## config.mk

```make
export PLATFORM = sky130hd
export DESIGN_NAME = fractal_turtle_step_walker_top_flat
export DESIGN_NICKNAME = d
export VERILOG_FILES = /design/src/rtl/core/ftsw_pkg.sv /design/src/rtl/core/ftsw_if.sv /design/src/rtl/core/fractal_turtle_step_walker_top.sv /design/src/flat_wrapper.sv
export VERILOG_INCLUDE_DIRS = /design/src /design/src/rtl/core
export SDC_FILE = /design/constraint.sdc
export NUM_CORES = 1
export LEC_CHECK = 0
export BUFFER_PORTS_ARGS = -buffer_cell sky130_fd_sc_hd__buf_2
export CELL_PAD_IN_SITES_DETAIL_PLACEMENT = 0
export CELL_PAD_IN_SITES_GLOBAL_PLACEMENT = 1
export CORE_UTILIZATION = 45
export CTS_BUF_LIST = sky130_fd_sc_hd__clkbuf_16
export DETAILED_ROUTE_END_ITERATION = 8
export PLACE_DENSITY = 0.82
export SYNTH_ARGS = -nofsm -noshare
export SYNTH_HDL_FRONTEND = slang
export SYNTH_SLANG_ARGS = --single-unit
export TNS_END_PERCENT = 5
```

## constraint.sdc

```tcl
create_clock -name i_clk -period 11.88 [get_ports i_clk]
set_input_delay 1.782 -clock i_clk [delete_from_list [all_inputs] [get_ports i_clk]]
set_output_delay 1.782 -clock i_clk [all_outputs]
set_load 0.01 [all_outputs]
```

## src/rtl/core/fractal_turtle_step_walker_top_assert.svh

```systemverilog
// assertion macros for the turtle step walker
`ifndef FRACTAL_TURTLE_STEP_WALKER_TOP_ASSERT_SVH
`define FRACTAL_TURTLE_STEP_WALKER_TOP_ASSERT_SVH

`ifndef ASSERT_OFF
`define FTSW_ASSERT_SAME(lbl, ante, cons) \
    lbl: assert property (@(posedge i_clk) disable iff (!i_rst_n) (ante) |-> (cons)) \
        else $error("same-cycle check failed");
`define FTSW_ASSERT_NEXT(lbl, ante, cons) \
    lbl: assert property (@(posedge i_clk) disable iff (!i_rst_n) (ante) |=> (cons)) \
        else $error("next-cycle check failed");
`else
`define FTSW_ASSERT_SAME(lbl, ante, cons)
`define FTSW_ASSERT_NEXT(lbl, ante, cons)
`endif

`endif

```

## src/rtl/core/ftsw_pkg.sv

```systemverilog
// types, constants and move tables for the turtle step walker
package ftsw_pkg;

    localparam int COORD_WIDTH_DEF = 16;
    localparam int INDEX_WIDTH_DEF = 20;

    localparam int KIND_W     = 2;
    localparam int START_W    = 12;
    localparam int TOTAL_W    = 20;
    localparam int THIRD_W    = 19;
    localparam int CFG_IDX_W  = 2;
    localparam int CFG_DATA_W = 20;
    localparam int OUT_W      = 16;
    localparam int DIR_W      = 3;
    localparam int SYM_W      = 2;
    localparam int COL_W      = 2;

    localparam logic [KIND_W-1:0] KIND_DRAGON = 2'd0;
    localparam logic [KIND_W-1:0] KIND_SIER   = 2'd1;
    localparam logic [KIND_W-1:0] KIND_CURVE  = 2'd2;

    localparam logic [SYM_W-1:0] SYM_RIGHT = 2'd0;
    localparam logic [SYM_W-1:0] SYM_LEFT  = 2'd1;
    localparam logic [SYM_W-1:0] SYM_ADV   = 2'd2;
    localparam logic [SYM_W-1:0] SYM_OTHER = 2'd3;

    localparam logic [CFG_IDX_W-1:0] REG_CURVE_KIND = 2'd0;
    localparam logic [CFG_IDX_W-1:0] REG_START_X    = 2'd1;
    localparam logic [CFG_IDX_W-1:0] REG_START_Y    = 2'd2;
    localparam logic [CFG_IDX_W-1:0] REG_TOTAL      = 2'd3;

    localparam logic [COL_W-1:0] COL_GREEN  = 2'd0;
    localparam logic [COL_W-1:0] COL_YELLOW = 2'd1;
    localparam logic [COL_W-1:0] COL_RED    = 2'd2;

    localparam logic [KIND_W-1:0]  RST_CURVE_KIND = KIND_DRAGON;
    localparam logic [START_W-1:0] RST_START_X    = 12'd700;
    localparam logic [START_W-1:0] RST_START_Y    = 12'd200;

    localparam logic [1:0] STUB_DRAGON = 2'd1;
    localparam logic [1:0] STUB_SIER   = 2'd2;
    localparam logic [1:0] STUB_CURVE  = 2'd1;

    // ceil(2^21 / 3), exact quotient for any 20 bit value
    localparam logic [TOTAL_W-1:0] DIV3_RECIP = 20'd699051;
    localparam int DIV3_SHIFT = 21;

    typedef struct packed {
        logic                    step;
        logic                    turn;
        logic                    draw;
        logic                    follow;
        logic                    kx;
        logic                    ky;
        logic signed [2:0]       dx;
        logic signed [2:0]       dy;
        logic [DIR_W-1:0]        nd;
    } t_move;

    typedef struct packed {
        logic              draw;
        logic [OUT_W-1:0]  x_from;
        logic [OUT_W-1:0]  y_from;
        logic [OUT_W-1:0]  x_to;
        logic [OUT_W-1:0]  y_to;
        logic [COL_W-1:0]  colour;
        logic [DIR_W-1:0]  heading;
    } t_res;

    function automatic logic [THIRD_W-1:0] f_div3(input logic [TOTAL_W-1:0] v);
        logic [2*TOTAL_W-1:0] prod;
        prod = (2*TOTAL_W)'(v) * (2*TOTAL_W)'(DIV3_RECIP);
        return prod[DIV3_SHIFT +: THIRD_W];
    endfunction

    function automatic logic [1:0] f_stub(input logic [KIND_W-1:0] kind);
        logic [1:0] s;
        s = (kind == KIND_SIER) ? STUB_SIER : ((kind == KIND_CURVE) ? STUB_CURVE : STUB_DRAGON);
        return s;
    endfunction

    function automatic t_move f_mk(input logic signed [2:0] dx, input logic signed [2:0] dy,
                                   input logic kx, input logic ky, input logic [DIR_W-1:0] nd);
        t_move m;
        m        = '0;
        m.step   = 1'b1;
        m.turn   = 1'b1;
        m.kx     = kx;
        m.ky     = ky;
        m.dx     = dx;
        m.dy     = dy;
        m.nd     = nd;
        return m;
    endfunction

    function automatic t_move f_dragon(input logic [1:0] d, input logic s);
        t_move m;
        m = '0;
        unique case ({d, s})
            3'b000: m = f_mk( 3'sd0,  3'sd1, 1'b1, 1'b1, 3'd3);
            3'b001: m = f_mk( 3'sd0, -3'sd1, 1'b1, 1'b1, 3'd2);
            3'b010: m = f_mk( 3'sd0, -3'sd1, 1'b1, 1'b1, 3'd2);
            3'b011: m = f_mk( 3'sd0,  3'sd1, 1'b1, 1'b1, 3'd3);
            3'b100: m = f_mk( 3'sd1,  3'sd0, 1'b1, 1'b1, 3'd0);
            3'b101: m = f_mk(-3'sd1,  3'sd0, 1'b1, 1'b1, 3'd1);
            3'b110: m = f_mk(-3'sd1,  3'sd0, 1'b1, 1'b1, 3'd1);
            3'b111: m = f_mk( 3'sd1,  3'sd0, 1'b1, 1'b1, 3'd0);
            default: m = '0;
        endcase
        return m;
    endfunction

    function automatic t_move f_sier(input logic [DIR_W-1:0] d, input logic s);
        t_move m;
        m = '0;
        unique case ({d, s})
            4'd0:    m = f_mk( 3'sd1,  3'sd2, 1'b0, 1'b0, 3'd5);
            4'd1:    m = f_mk( 3'sd1, -3'sd2, 1'b0, 1'b0, 3'd3);
            4'd2:    m = f_mk(-3'sd1, -3'sd2, 1'b0, 1'b0, 3'd4);
            4'd3:    m = f_mk(-3'sd1,  3'sd2, 1'b0, 1'b0, 3'd2);
            4'd4:    m = f_mk(-3'sd2,  3'sd0, 1'b0, 1'b1, 3'd1);
            4'd5:    m = f_mk( 3'sd1,  3'sd2, 1'b0, 1'b0, 3'd5);
            4'd6:    m = f_mk( 3'sd2,  3'sd0, 1'b0, 1'b1, 3'd0);
            4'd7:    m = f_mk(-3'sd1, -3'sd2, 1'b0, 1'b0, 3'd4);
            4'd8:    m = f_mk( 3'sd1, -3'sd2, 1'b0, 1'b0, 3'd3);
            4'd9:    m = f_mk(-3'sd2,  3'sd0, 1'b0, 1'b1, 3'd1);
            4'd10:   m = f_mk(-3'sd1,  3'sd2, 1'b0, 1'b0, 3'd2);
            4'd11:   m = f_mk( 3'sd2,  3'sd0, 1'b0, 1'b1, 3'd0);
            default: m = '0;
        endcase
        return m;
    endfunction

    function automatic logic [DIR_W-1:0] f_curve_turn(input logic [DIR_W-1:0] d, input logic s);
        logic [DIR_W-1:0] nd;
        nd = '0;
        unique case ({d, s})
            4'd0:  nd = 3'd5;
            4'd1:  nd = 3'd3;
            4'd2:  nd = 3'd4;
            4'd3:  nd = 3'd2;
            4'd4:  nd = 3'd1;
            4'd5:  nd = 3'd7;
            4'd6:  nd = 3'd0;
            4'd7:  nd = 3'd6;
            4'd8:  nd = 3'd6;
            4'd9:  nd = 3'd1;
            4'd10: nd = 3'd7;
            4'd11: nd = 3'd0;
            4'd12: nd = 3'd3;
            4'd13: nd = 3'd4;
            4'd14: nd = 3'd2;
            4'd15: nd = 3'd5;
            default: nd = '0;
        endcase
        return nd;
    endfunction

    function automatic t_move f_curve_adv(input logic [DIR_W-1:0] d);
        t_move m;
        m = '0;
        unique case (d)
            3'd0: m = f_mk( 3'sd3,  3'sd0, 1'b0, 1'b1, d);
            3'd1: m = f_mk(-3'sd3,  3'sd0, 1'b0, 1'b1, d);
            3'd2: m = f_mk(-3'sd3,  3'sd3, 1'b0, 1'b0, d);
            3'd3: m = f_mk( 3'sd3, -3'sd3, 1'b0, 1'b0, d);
            3'd4: m = f_mk(-3'sd3, -3'sd3, 1'b0, 1'b0, d);
            3'd5: m = f_mk( 3'sd3,  3'sd3, 1'b0, 1'b0, d);
            3'd6: m = f_mk( 3'sd0, -3'sd3, 1'b1, 1'b0, d);
            3'd7: m = f_mk( 3'sd0,  3'sd3, 1'b1, 1'b0, d);
            default: m = '0;
        endcase
        return m;
    endfunction

    function automatic t_move f_move(input logic [KIND_W-1:0] kind, input logic [DIR_W-1:0] d,
                                     input logic [SYM_W-1:0] sym);
        t_move m;
        m = '0;
        unique case (kind)
            KIND_DRAGON: begin
                if (!d[2]) begin
                    if (sym == SYM_RIGHT || sym == SYM_LEFT) begin
                        m = f_dragon(d[1:0], sym[0]);
                    end
                    m.draw   = 1'b1;
                    m.follow = 1'b1;
                end
            end
            KIND_SIER: begin
                if (d < 3'd6) begin
                    if (sym == SYM_RIGHT || sym == SYM_LEFT) begin
                        m = f_sier(d, sym[0]);
                    end
                    m.draw   = 1'b1;
                    m.follow = 1'b1;
                end
            end
            KIND_CURVE: begin
                if (sym == SYM_RIGHT || sym == SYM_LEFT) begin
                    m.turn = 1'b1;
                    m.nd   = f_curve_turn(d, sym[0]);
                end else if (sym == SYM_ADV) begin
                    m      = f_curve_adv(d);
                    m.draw = 1'b1;
                end
                m.follow = 1'b1;
            end
            default: m = '0;
        endcase
        return m;
    endfunction

endpackage

```

## src/rtl/core/ftsw_if.sv

```systemverilog
// handshake channels of the turtle step walker: symbol requests, results, register writes
interface ftsw_sym_if;
    import ftsw_pkg::*;
    logic             valid;
    logic             ready;
    logic [SYM_W-1:0] symbol;
    logic             restart;
    modport source (output valid, output symbol, output restart, input ready);
    modport sink (input valid, input symbol, input restart, output ready);
endinterface

interface ftsw_res_if;
    import ftsw_pkg::*;
    logic             valid;
    logic             ready;
    logic             draw;
    logic [OUT_W-1:0] x_from;
    logic [OUT_W-1:0] y_from;
    logic [OUT_W-1:0] x_to;
    logic [OUT_W-1:0] y_to;
    logic [COL_W-1:0] colour;
    logic [DIR_W-1:0] heading;
    modport source (output valid, output draw, output x_from, output y_from, output x_to,
                    output y_to, output colour, output heading, input ready);
    modport sink (input valid, input draw, input x_from, input y_from, input x_to,
                  input y_to, input colour, input heading, output ready);
endinterface

interface ftsw_cfg_if;
    import ftsw_pkg::*;
    logic                  valid;
    logic                  ready;
    logic [CFG_IDX_W-1:0]  index;
    logic [CFG_DATA_W-1:0] data;
    modport source (output valid, output index, output data, input ready);
    modport sink (input valid, input index, input data, output ready);
endinterface

```

## src/rtl/core/fractal_turtle_step_walker_top.sv

```systemverilog
// top level of the turtle step walker
//
// i_sym carries one request per symbol (turn right, turn left, advance, other)
// with a restart flag that puts the turtle back at the start point first.
// o_res returns exactly one result per request: draw flag, segment endpoints,
// colour third and the heading after the symbol.
// i_cfg writes curve kind, start x, start y and total symbol count; it is
// always ready and takes effect at the next request.
// Throughput is one request per cycle while the skid entry is empty, set by
// the single update of pen, tip, heading and index registers.
// Results go through an output register backed by one skid entry, so a
// stalled receiver costs nothing until both are full; ready then drops.
// Reset loads the register reset values and puts the turtle at the start
// point heading right with index zero; the output side comes up empty.
`include "fractal_turtle_step_walker_top_assert.svh"

module fractal_turtle_step_walker_top #(
    parameter int COORD_WIDTH = ftsw_pkg::COORD_WIDTH_DEF,
    parameter int INDEX_WIDTH = ftsw_pkg::INDEX_WIDTH_DEF
) (
    input  logic       i_clk,
    input  logic       i_rst_n,
    ftsw_sym_if.sink   i_sym,
    ftsw_cfg_if.sink   i_cfg,
    ftsw_res_if.source o_res
);
    import ftsw_pkg::*;

    localparam int EXT_W = (COORD_WIDTH > OUT_W) ? COORD_WIDTH : OUT_W;
    localparam int CMP_W = (INDEX_WIDTH > THIRD_W + 2) ? INDEX_WIDTH : THIRD_W + 2;
    localparam logic signed [COORD_WIDTH-1:0] COORD_MAX = {1'b0, {(COORD_WIDTH-1){1'b1}}};
    localparam logic signed [COORD_WIDTH-1:0] COORD_MIN = {1'b1, {(COORD_WIDTH-1){1'b0}}};

    function automatic logic signed [COORD_WIDTH-1:0] f_sat_start(input logic [START_W:0] v);
        logic signed [COORD_WIDTH-1:0] c;
        if (32'(v) > 32'(COORD_MAX)) begin
            c = COORD_MAX;
        end else begin
            c = COORD_WIDTH'(v);
        end
        return c;
    endfunction

    function automatic logic signed [COORD_WIDTH-1:0] f_add_sat(
        input logic signed [COORD_WIDTH-1:0] base, input logic signed [2:0] delta);
        logic signed [COORD_WIDTH:0] sum;
        logic signed [COORD_WIDTH-1:0] c;
        sum = (COORD_WIDTH+1)'(base) + (COORD_WIDTH+1)'(delta);
        if (sum[COORD_WIDTH] != sum[COORD_WIDTH-1]) begin
            c = sum[COORD_WIDTH] ? COORD_MIN : COORD_MAX;
        end else begin
            c = sum[COORD_WIDTH-1:0];
        end
        return c;
    endfunction

    function automatic logic [OUT_W-1:0] f_out(input logic signed [COORD_WIDTH-1:0] c);
        logic signed [EXT_W-1:0] e;
        e = EXT_W'(c);
        return e[OUT_W-1:0];
    endfunction

    // configuration
    logic [KIND_W-1:0]  r_kind;
    logic [START_W-1:0] r_start_x;
    logic [START_W-1:0] r_start_y;
    logic [THIRD_W-1:0] r_third;

    // walk state
    logic signed [COORD_WIDTH-1:0] r_pen_x, r_pen_y, r_tip_x, r_tip_y;
    logic [DIR_W-1:0]              r_dir;
    logic [INDEX_WIDTH-1:0]        r_idx;

    // output register and skid entry
    logic r_out_valid, r_skid_valid;
    t_res r_out, r_skid;

    logic                          in_acc;
    logic                          out_take;
    logic signed [COORD_WIDTH-1:0] init_px, init_py, init_tx;
    logic signed [COORD_WIDTH-1:0] cur_px, cur_py, cur_tx, cur_ty;
    logic [DIR_W-1:0]              cur_dir;
    logic [INDEX_WIDTH-1:0]        cur_idx;
    t_move                         mv;
    logic signed [COORD_WIDTH-1:0] n_tip_x, n_tip_y, n_pen_x, n_pen_y;
    logic [DIR_W-1:0]              n_dir;
    logic [INDEX_WIDTH-1:0]        n_idx;
    logic [COL_W-1:0]              colour;
    t_res                          n_res;

    assign in_acc      = i_sym.valid && i_sym.ready;
    assign out_take    = r_out_valid && o_res.ready;
    assign i_sym.ready = !r_skid_valid;
    assign i_cfg.ready = 1'b1;

    // start point from current registers
    assign init_px = f_sat_start({1'b0, r_start_x});
    assign init_py = f_sat_start({1'b0, r_start_y});
    assign init_tx = f_sat_start({1'b0, r_start_x} + (START_W+1)'(f_stub(r_kind)));

    always_comb begin
        cur_px  = i_sym.restart ? init_px : r_pen_x;
        cur_py  = i_sym.restart ? init_py : r_pen_y;
        cur_tx  = i_sym.restart ? init_tx : r_tip_x;
        cur_ty  = i_sym.restart ? init_py : r_tip_y;
        cur_dir = i_sym.restart ? '0 : r_dir;
        cur_idx = i_sym.restart ? '0 : r_idx;

        mv = f_move(r_kind, cur_dir, i_sym.symbol);

        n_tip_x = mv.step ? f_add_sat(mv.kx ? cur_tx : cur_px, mv.dx) : cur_tx;
        n_tip_y = mv.step ? f_add_sat(mv.ky ? cur_ty : cur_py, mv.dy) : cur_ty;
        n_pen_x = mv.follow ? n_tip_x : cur_px;
        n_pen_y = mv.follow ? n_tip_y : cur_py;
        n_dir   = mv.turn ? mv.nd : cur_dir;
        n_idx   = (&cur_idx) ? cur_idx : cur_idx + 1'b1;

        priority if (CMP_W'(cur_idx) < CMP_W'(r_third)) begin
            colour = COL_GREEN;
        end else if (CMP_W'(cur_idx) < CMP_W'({r_third, 1'b0})) begin
            colour = COL_YELLOW;
        end else begin
            colour = COL_RED;
        end

        n_res.draw    = mv.draw;
        n_res.x_from  = f_out(cur_px);
        n_res.y_from  = f_out(cur_py);
        n_res.x_to    = f_out(n_tip_x);
        n_res.y_to    = f_out(n_tip_y);
        n_res.colour  = colour;
        n_res.heading = n_dir;
    end

    always_ff @(posedge i_clk) begin
        if (!i_rst_n) begin
            r_kind    <= RST_CURVE_KIND;
            r_start_x <= RST_START_X;
            r_start_y <= RST_START_Y;
            r_third   <= '0;
        end else if (i_cfg.valid && i_cfg.ready) begin
            unique case (i_cfg.index)
                REG_CURVE_KIND: r_kind    <= i_cfg.data[KIND_W-1:0];
                REG_START_X:    r_start_x <= i_cfg.data[START_W-1:0];
                REG_START_Y:    r_start_y <= i_cfg.data[START_W-1:0];
                REG_TOTAL:      r_third   <= f_div3(i_cfg.data[TOTAL_W-1:0]);
                default:        r_kind    <= r_kind;
            endcase
        end
    end

    always_ff @(posedge i_clk) begin
        if (!i_rst_n) begin
            r_pen_x <= f_sat_start({1'b0, RST_START_X});
            r_pen_y <= f_sat_start({1'b0, RST_START_Y});
            r_tip_x <= f_sat_start({1'b0, RST_START_X} + (START_W+1)'(f_stub(RST_CURVE_KIND)));
            r_tip_y <= f_sat_start({1'b0, RST_START_Y});
            r_dir   <= '0;
            r_idx   <= '0;
        end else if (in_acc) begin
            r_pen_x <= n_pen_x;
            r_pen_y <= n_pen_y;
            r_tip_x <= n_tip_x;
            r_tip_y <= n_tip_y;
            r_dir   <= n_dir;
            r_idx   <= n_idx;
        end
    end

    always_ff @(posedge i_clk) begin
        if (!i_rst_n) begin
            r_out_valid  <= 1'b0;
            r_skid_valid <= 1'b0;
        end else if (!r_out_valid || out_take) begin
            if (r_skid_valid) begin
                r_out_valid  <= 1'b1;
                r_skid_valid <= 1'b0;
            end else begin
                r_out_valid <= in_acc;
            end
        end else if (in_acc) begin
            r_skid_valid <= 1'b1;
        end
    end

    always_ff @(posedge i_clk) begin
        if (!r_out_valid || out_take) begin
            r_out <= r_skid_valid ? r_skid : n_res;
        end else if (in_acc) begin
            r_skid <= n_res;
        end
    end

    assign o_res.valid   = r_out_valid;
    assign o_res.draw    = r_out.draw;
    assign o_res.x_from  = r_out.x_from;
    assign o_res.y_from  = r_out.y_from;
    assign o_res.x_to    = r_out.x_to;
    assign o_res.y_to    = r_out.y_to;
    assign o_res.colour  = r_out.colour;
    assign o_res.heading = r_out.heading;

    `FTSW_ASSERT_SAME(a_skid_behind_out, r_skid_valid, r_out_valid)
    `FTSW_ASSERT_NEXT(a_stall_fills_skid, in_acc && r_out_valid && !o_res.ready, r_skid_valid)
    `FTSW_ASSERT_NEXT(a_idx_monotonic, in_acc && !i_sym.restart, r_idx >= $past(r_idx))

endmodule

```

## src/flat_wrapper.sv

```systemverilog
// flat-port wrapper written by rule: the top's interface ports become plain ports
module fractal_turtle_step_walker_top_flat import ftsw_pkg::*;
#(
    parameter int COORD_WIDTH = ftsw_pkg::COORD_WIDTH_DEF,
    parameter int INDEX_WIDTH = ftsw_pkg::INDEX_WIDTH_DEF
)
  (i_clk, i_rst_n, i_sym_valid, i_sym_symbol, i_sym_restart, i_sym_ready, i_cfg_valid, i_cfg_index, i_cfg_data, i_cfg_ready, o_res_valid, o_res_draw, o_res_x_from, o_res_y_from, o_res_x_to, o_res_y_to, o_res_colour, o_res_heading, o_res_ready);
  ftsw_sym_if i_sym_i ();
  ftsw_cfg_if i_cfg_i ();
  ftsw_res_if o_res_i ();
  input  logic i_clk;
  input  logic i_rst_n;
  input wire logic [$bits(i_sym_i.valid)-1:0] i_sym_valid;
  input wire logic [$bits(i_sym_i.symbol)-1:0] i_sym_symbol;
  input wire logic [$bits(i_sym_i.restart)-1:0] i_sym_restart;
  output wire logic [$bits(i_sym_i.ready)-1:0] i_sym_ready;
  input wire logic [$bits(i_cfg_i.valid)-1:0] i_cfg_valid;
  input wire logic [$bits(i_cfg_i.index)-1:0] i_cfg_index;
  input wire logic [$bits(i_cfg_i.data)-1:0] i_cfg_data;
  output wire logic [$bits(i_cfg_i.ready)-1:0] i_cfg_ready;
  output wire logic [$bits(o_res_i.valid)-1:0] o_res_valid;
  output wire logic [$bits(o_res_i.draw)-1:0] o_res_draw;
  output wire logic [$bits(o_res_i.x_from)-1:0] o_res_x_from;
  output wire logic [$bits(o_res_i.y_from)-1:0] o_res_y_from;
  output wire logic [$bits(o_res_i.x_to)-1:0] o_res_x_to;
  output wire logic [$bits(o_res_i.y_to)-1:0] o_res_y_to;
  output wire logic [$bits(o_res_i.colour)-1:0] o_res_colour;
  output wire logic [$bits(o_res_i.heading)-1:0] o_res_heading;
  input wire logic [$bits(o_res_i.ready)-1:0] o_res_ready;
  assign i_sym_i.valid = i_sym_valid;
  assign i_sym_i.symbol = i_sym_symbol;
  assign i_sym_i.restart = i_sym_restart;
  assign i_sym_ready = i_sym_i.ready;
  assign i_cfg_i.valid = i_cfg_valid;
  assign i_cfg_i.index = i_cfg_index;
  assign i_cfg_i.data = i_cfg_data;
  assign i_cfg_ready = i_cfg_i.ready;
  assign o_res_valid = o_res_i.valid;
  assign o_res_draw = o_res_i.draw;
  assign o_res_x_from = o_res_i.x_from;
  assign o_res_y_from = o_res_i.y_from;
  assign o_res_x_to = o_res_i.x_to;
  assign o_res_y_to = o_res_i.y_to;
  assign o_res_colour = o_res_i.colour;
  assign o_res_heading = o_res_i.heading;
  assign o_res_i.ready = o_res_ready;
  fractal_turtle_step_walker_top #(.COORD_WIDTH(COORD_WIDTH), .INDEX_WIDTH(INDEX_WIDTH)) u_core (.i_clk(i_clk), .i_rst_n(i_rst_n), .i_sym(i_sym_i), .i_cfg(i_cfg_i), .o_res(o_res_i));
endmodule
```

# Word-level counts from Yosys, hierarchy flattened

Memory sizes are Yosys's and may differ from the RTL's.
Cells that the tools add are included.

Bits in registers: 274
Memory bits (read-only): 288
Bits of input ports: 30
Word-level logic and storage cells: 106
Memories: 3

Memories:

| memory          | words | bits a word | read ports | clocked after Yosys merged registers in | wr ports | line            | source |
|---|---|---|---|---|---|---|---|
| (no name shown) | 16    | 11          | 1          | 0                                       | 0        | ftsw_pkg.sv:116 | `unique case ({d, s})` |
| (no name shown) | 8     | 8           | 1          | 0                                       | 0        | ftsw_pkg.sv:99  | `unique case ({d, s})` |
| (no name shown) | 16    | 3           | 1          | 0                                       | 0        | ftsw_pkg.sv:137 | `unique case ({d, s})` |

Add/subtract/negate cells: 4
Multiply operators: 1
Order comparisons: 3
Eq/ne operators: 16
Mux-type cells: 34
Bitwise logic cells: 2
Reduce and logical (&&, ||, !) cells: 17

Operator list:

| operator                                            | number |
|---|---|
| two-way mux 16 bit                                  | 14 |
| case mux 15 bit (8 select lines)                    | 1 |
| two-way mux 15 bit                                  | 5 |
| two-way mux 70 bit                                  | 1 |
| case mux 15 bit (3 select lines)                    | 1 |
| multiplier 20 x 20 -> 40 bit, second input constant | 1 |
| two-way mux 20 bit                                  | 2 |
| adder 16 x 3 -> 17 bit                              | 2 |
| adder 20 x 1 -> 20 bit, second input constant       | 1 |
| < comparator 20 x 19 -> 1 bit                       | 1 |
| < comparator 20 bit                                 | 1 |
| AND reduction 20 bit                                | 1 |
| adder 12 x 2 -> 13 bit                              | 1 |
| == test 3 bit, second input constant                | 4 |
| two-way mux 10 bit                                  | 1 |
| AND reduction 2 bit                                 | 5 |
| two-way mux 3 bit                                   | 3 |
| == test 2 bit, second input constant                | 4 |
| == test 2 x 1 -> 1 bit, second input constant       | 3 |
| == test 3 x 2 -> 1 bit, second input constant       | 2 |
| zero test 2 bit                                     | 3 |
| two-way mux 2 bit                                   | 3 |
| == test 3 x 1 -> 1 bit, second input constant       | 1 |
| zero test 3 bit                                     | 1 |
| other kinds (8)                                     | 15 |

# Logic depth before layout (Yosys ltp)

Word-level depth: 12
Depth in mapped cells: 25
Depth with buffers taken out: 23

# Least setup slack after synthesis

No wires, ideal clock.

Kind: input-to-reg
Start: input i_cfg_data[11]
End: register u_core.r_third[18]
Setup time: 0.132 ns
Arrival time: 7.005 ns
Data required time: 11.748 ns
Setup slack: 4.743 ns
Cell stages on the path: 21
Cells stage by stage: ha_1 > ha_1 > inv_1 > fa_1 > inv_1 > fa_1 > fa_1 > fa_1 > inv_1 > fa_1 > inv_1 > ha_1 > a21oi_1 > o21ai_0 > a311oi_1 > nand3_1 > a21boi_0 > o21ai_0 > a31oi_1 > xnor2_1 > a21oi_1

Cells in the longest elaborated chain, start to end: 1

RTL lines:

| item                         | line                                  | source |
|---|---|---|
| from (decl)                  | flat_wrapper.sv:19                    | `input wire logic [$bits(i_cfg_i.data)-1:0] i_cfg_data;` |
| multiplier 20 x 20 -> 40 bit | ftsw_pkg.sv:72                        | `prod = (2*TOTAL_W)'(v) * (2*TOTAL_W)'(DIV3_RECIP);` |
| to (signal assigned)         | fractal_turtle_step_walker_top.sv:146 | `REG_TOTAL: r_third <= f_div3(i_cfg.data[TOTAL_W-1:0]);` |
| to (decl)                    | fractal_turtle_step_walker_top.sv:67  | `logic [THIRD_W-1:0] r_third;` |

No other way between the ends.
A chain may end at the register's enable or synchronous reset.

# Worst setup path in the final report

Start: input i_sym_restart
End: register u_core.r_pen_y[3]

Cells in the longest elaborated chain, start to end: 12
Elaborated cells on any way between the ends: 29
Those cells by class: add/sub: 1; order compare: 1; eq/ne: 8; mux: 16; reduce/logical: 1; memory: 2

RTL lines:

| item                                                            | line                                  | source |
|---|---|---|
| from (decl)                                                     | flat_wrapper.sv:15                    | `input wire logic [$bits(i_sym_i.restart)-1:0] i_sym_restart;` |
| branches (longest 10 deep; another with adder 16 x 3 -> 17 bit) | -                                     |  |
| two-way mux 16 bit *                                            | fractal_turtle_step_walker_top.sv:112 | `n_tip_y = mv.step ? f_add_sat(mv.ky ? cur_ty : cur_py, mv.dy) : cur_ty;` |
| net u_core.n_tip_y[3]                                           | fractal_turtle_step_walker_top.sv:85  | `logic signed [COORD_WIDTH-1:0] n_tip_x, n_tip_y, n_pen_x, n_pen_y;` |
| two-way mux 16 bit *                                            | fractal_turtle_step_walker_top.sv:114 | `n_pen_y = mv.follow ? n_tip_y : cur_py;` |
| to (signal assigned)                                            | fractal_turtle_step_walker_top.sv:155 | `r_pen_y <= f_sat_start({1'b0, RST_START_Y});` |
| to (signal assigned)                                            | fractal_turtle_step_walker_top.sv:162 | `r_pen_y <= n_pen_y;` |
| to (decl)                                                       | fractal_turtle_step_walker_top.sv:70  | `logic signed [COORD_WIDTH-1:0] r_pen_x, r_pen_y, r_tip_x, r_tip_y;` |

Mark *: on every way through the listed nets, which the timed path passes. The select of a mux whose other input is x is not followed.

==> run metrics <==
status=finished clean; row count=81; Post-Route Utilization=between 40 and 50%; Final TNS setup=0 ns; area leader, netlist=edfxtp_1; largest net degree at the start of global routing=75; Hold Buf Count CTS=0; top cells by area, synth=edfxtp_1 (19%), ha_1 (15%), fa_1 (12%); CP Launch Type=input port; Rel. slew slack=12.4%; count of cell types in the netlist=89; pwr dens=between 200 and 250 mW/mm^2; Register Area=roughly 0.0069 mm^2; max-slew violation count=0; Area growth syn-to-layout=9.57%; top-count cell post-synth=inv_1; detailed-route vias per instance=5.51; drt total wl=between 50000 and 60000 um; vias in the first global route=~17000; Post-synth ARST share=0%; Die Y=approximately 220 um; IO Port Bufs=between 100 and 150; Resized cells post-CTS=0; Synth Area per Inst=roughly 9.4 um^2; Placeable Area=approximately 0.049 mm^2; largest reg by FF count=u_core.r_skid; WL/cell=about 19 um; DRC=0; top-area cell type share of the netlist area=18.9%; Final Hold Viols=0; Total GRT Usage=a little under a quarter; Max VDD drop=~0.34 mV; layout cells sized above 1=between 10% and 20%; Num CTS Buffers=31; clock-pin transition on the worst setup and hold timing paths=0.06 ns; first-pass GRT wire length=~95000 um; hold crit path type=reg2reg; RSZ-0062 raised after global routing=no; number of synthesized flops with an enable pin=140; Clock Skew=~0.023 ns; critical path data required time=12.30 ns; Final Cycle Share=66.0%; Worst Max-Slew Pin Slew=1.31 ns; TritonCTS clock tree=done; Skew-Pair Late Insertion Delay=between 0.5 and 0.6 ns; Sink Count=274; violation count after the first detailed-route iteration=approximately 990; Chip Width=~220 um; starting density of the core=45.6%; initial antenna violation count=2; fillcell total=4613; I/O pin cnt=103; sequential area share after synthesis=a little under a third; Layout Nets=~2900; drt pass-1 iters=7; Multi-input gate area=between 0.01 and 0.015 mm^2; Setup CP Type=in2reg; # setup viols final=0; Final ANT Viol Nets=0; Regs by FF count=u_core.r_skid: 70 flops, u_core.r_idx: 20 flops, u_core.r_third: 19 flops; clk buf depth=3; synthesis warning total=0; HPWL Detailed=around 44000 um; CP max FO=62; Lkg Pwr=10.8 nW; post-CTS setup buffers=0; instance count of the mapped netlist=2381; total congestion overflow=0; FF-to-FF setup slack=approximately 5.7 ns; Yosys reg bits=274; element type at the critical path end=flop; Post-Syn Area=between 0.02 and 0.025 mm^2; Max-cap violations=0; max FFs per register=70; Tmin final=slightly below 8 ns; htree depth=1; Power, Total=about 5.7 mW; ys flop type=edfxtp_1; Clock Tree Root=clkbuf_16; Die ar.=0.0504 mm^2; routability cong.=about 0.91; Worst Path Arrival=approximately 8.3 ns; DR vias=~17000; fmax=between 0.1 and 0.15 GHz; Synth Net Count=between 2000 and 3000; Commonest cells post-synth=inv_1 (308), ha_1 (265), nand2_1 (229)
-- cells in the final DEF, fill, tap and decap left out, types with 67 or more instances in the layout --
cell type and instances:
nor2_1 149, nand2_1 228, buf_2 100, a21oi_1 146
inv_1 309, edfxtp_1 140, dfxtp_1 134, fa_1 138
nand3_1 73, mux2_2 67, ha_1 265, o21ai_0 131
-- power by group --
| group | leakage (nW) | switching [mW] | internal, mW | total, mW |
|---|---|---|---|---|
| combinational | 7.85 | 2.12 | 1.46 | 3.58 |
| clock | 0.504 | 0.407 | 0.546 | 0.954 |
| sequential | 2.48 | 0.0384 | 1.10 | 1.13 |
-- per-stage QoR --
step / worst slack, ns / std cells / hold slack, ns / instance area [um^2]
floorplan: 4.74 / 2381 / 0.432 / 22300
detailed placement: 3.55 / 3068 / 0.446 / 23400
global route: 3.51 / 3127 / 0.479 / 24400
global placement: 3.68 / 3068 / 0.442 / 23400
finish: 4.04 / 3127 / 0.450 / 24400
CTS: 4.15 / 3126 / 0.454 / 24400
-- metal layers --
metal / up-vias / GRT usage, % / wire length [um]
met5: - / 0 / 0
met4: 0 / 6.61 / 1620
li1: 8350 / - / -
met3: 99 / 2.42 / 2760
met1: 8310 / 31.5 / 25600
met2: 478 / 40.9 / 28300
-- path summary, 6_finish.rpt --
kind | startpoint | end | cells after the start
setup / recovery | i_sym_restart | u_core.r_pen_y[3] | 18
hold / removal | u_core.r_third[8] | u_core.r_third[8] | 2
setup reg to reg | u_core.r_dir[1] | u_core.r_pen_y[3] | 19
hold reg to reg | u_core.r_third[8] | u_core.r_third[8] | 2
-- logic make-up after synthesis --
kind of cell	count (synthesis)	share of synthesized area (%)
simple gates	627	13.0
compound gates	505	14.4
fa+ha+maj	408	27.5
buf+inv	408	7.00
flops	274	30.9
mux	91	4.46
xor+xnor	67	2.67
other cells	1	0.0168
-- worst max-delay path: stages --
cell and delay [ns]:
buf_4 0.42, buf_4 0.69, nor2b_1 0.36, nor4_2 0.63, a211o_1 0.83, mux2_2 0.42
ha_1 0.23, fa_1 0.41, a21oi_1 0.19, o21ai_1 0.15, a211oi_1 0.45, o32a_1 0.59
a2111oi_2 0.06, buf_4 0.22, o31ai_1 0.39, inv_1 0.12, nor2_1 0.12, o221ai_1 0.13
-- final cells by class --
cell class | instances | area share, %
Multi-Input combinational cell | 1699 | 56.8
Inverter | 312 | 4.80
Antenna cell | 1 | 0.0103
Timing Repair Buffer | 119 | 2.63
Tap cell | 664 | 3.40
Clock buffer | 31 | 3.18
Clock inverter | 27 | 0.979
Sequential cell | 274 | 28.2
Note: power is estimated with default switching activity, not from simulation.
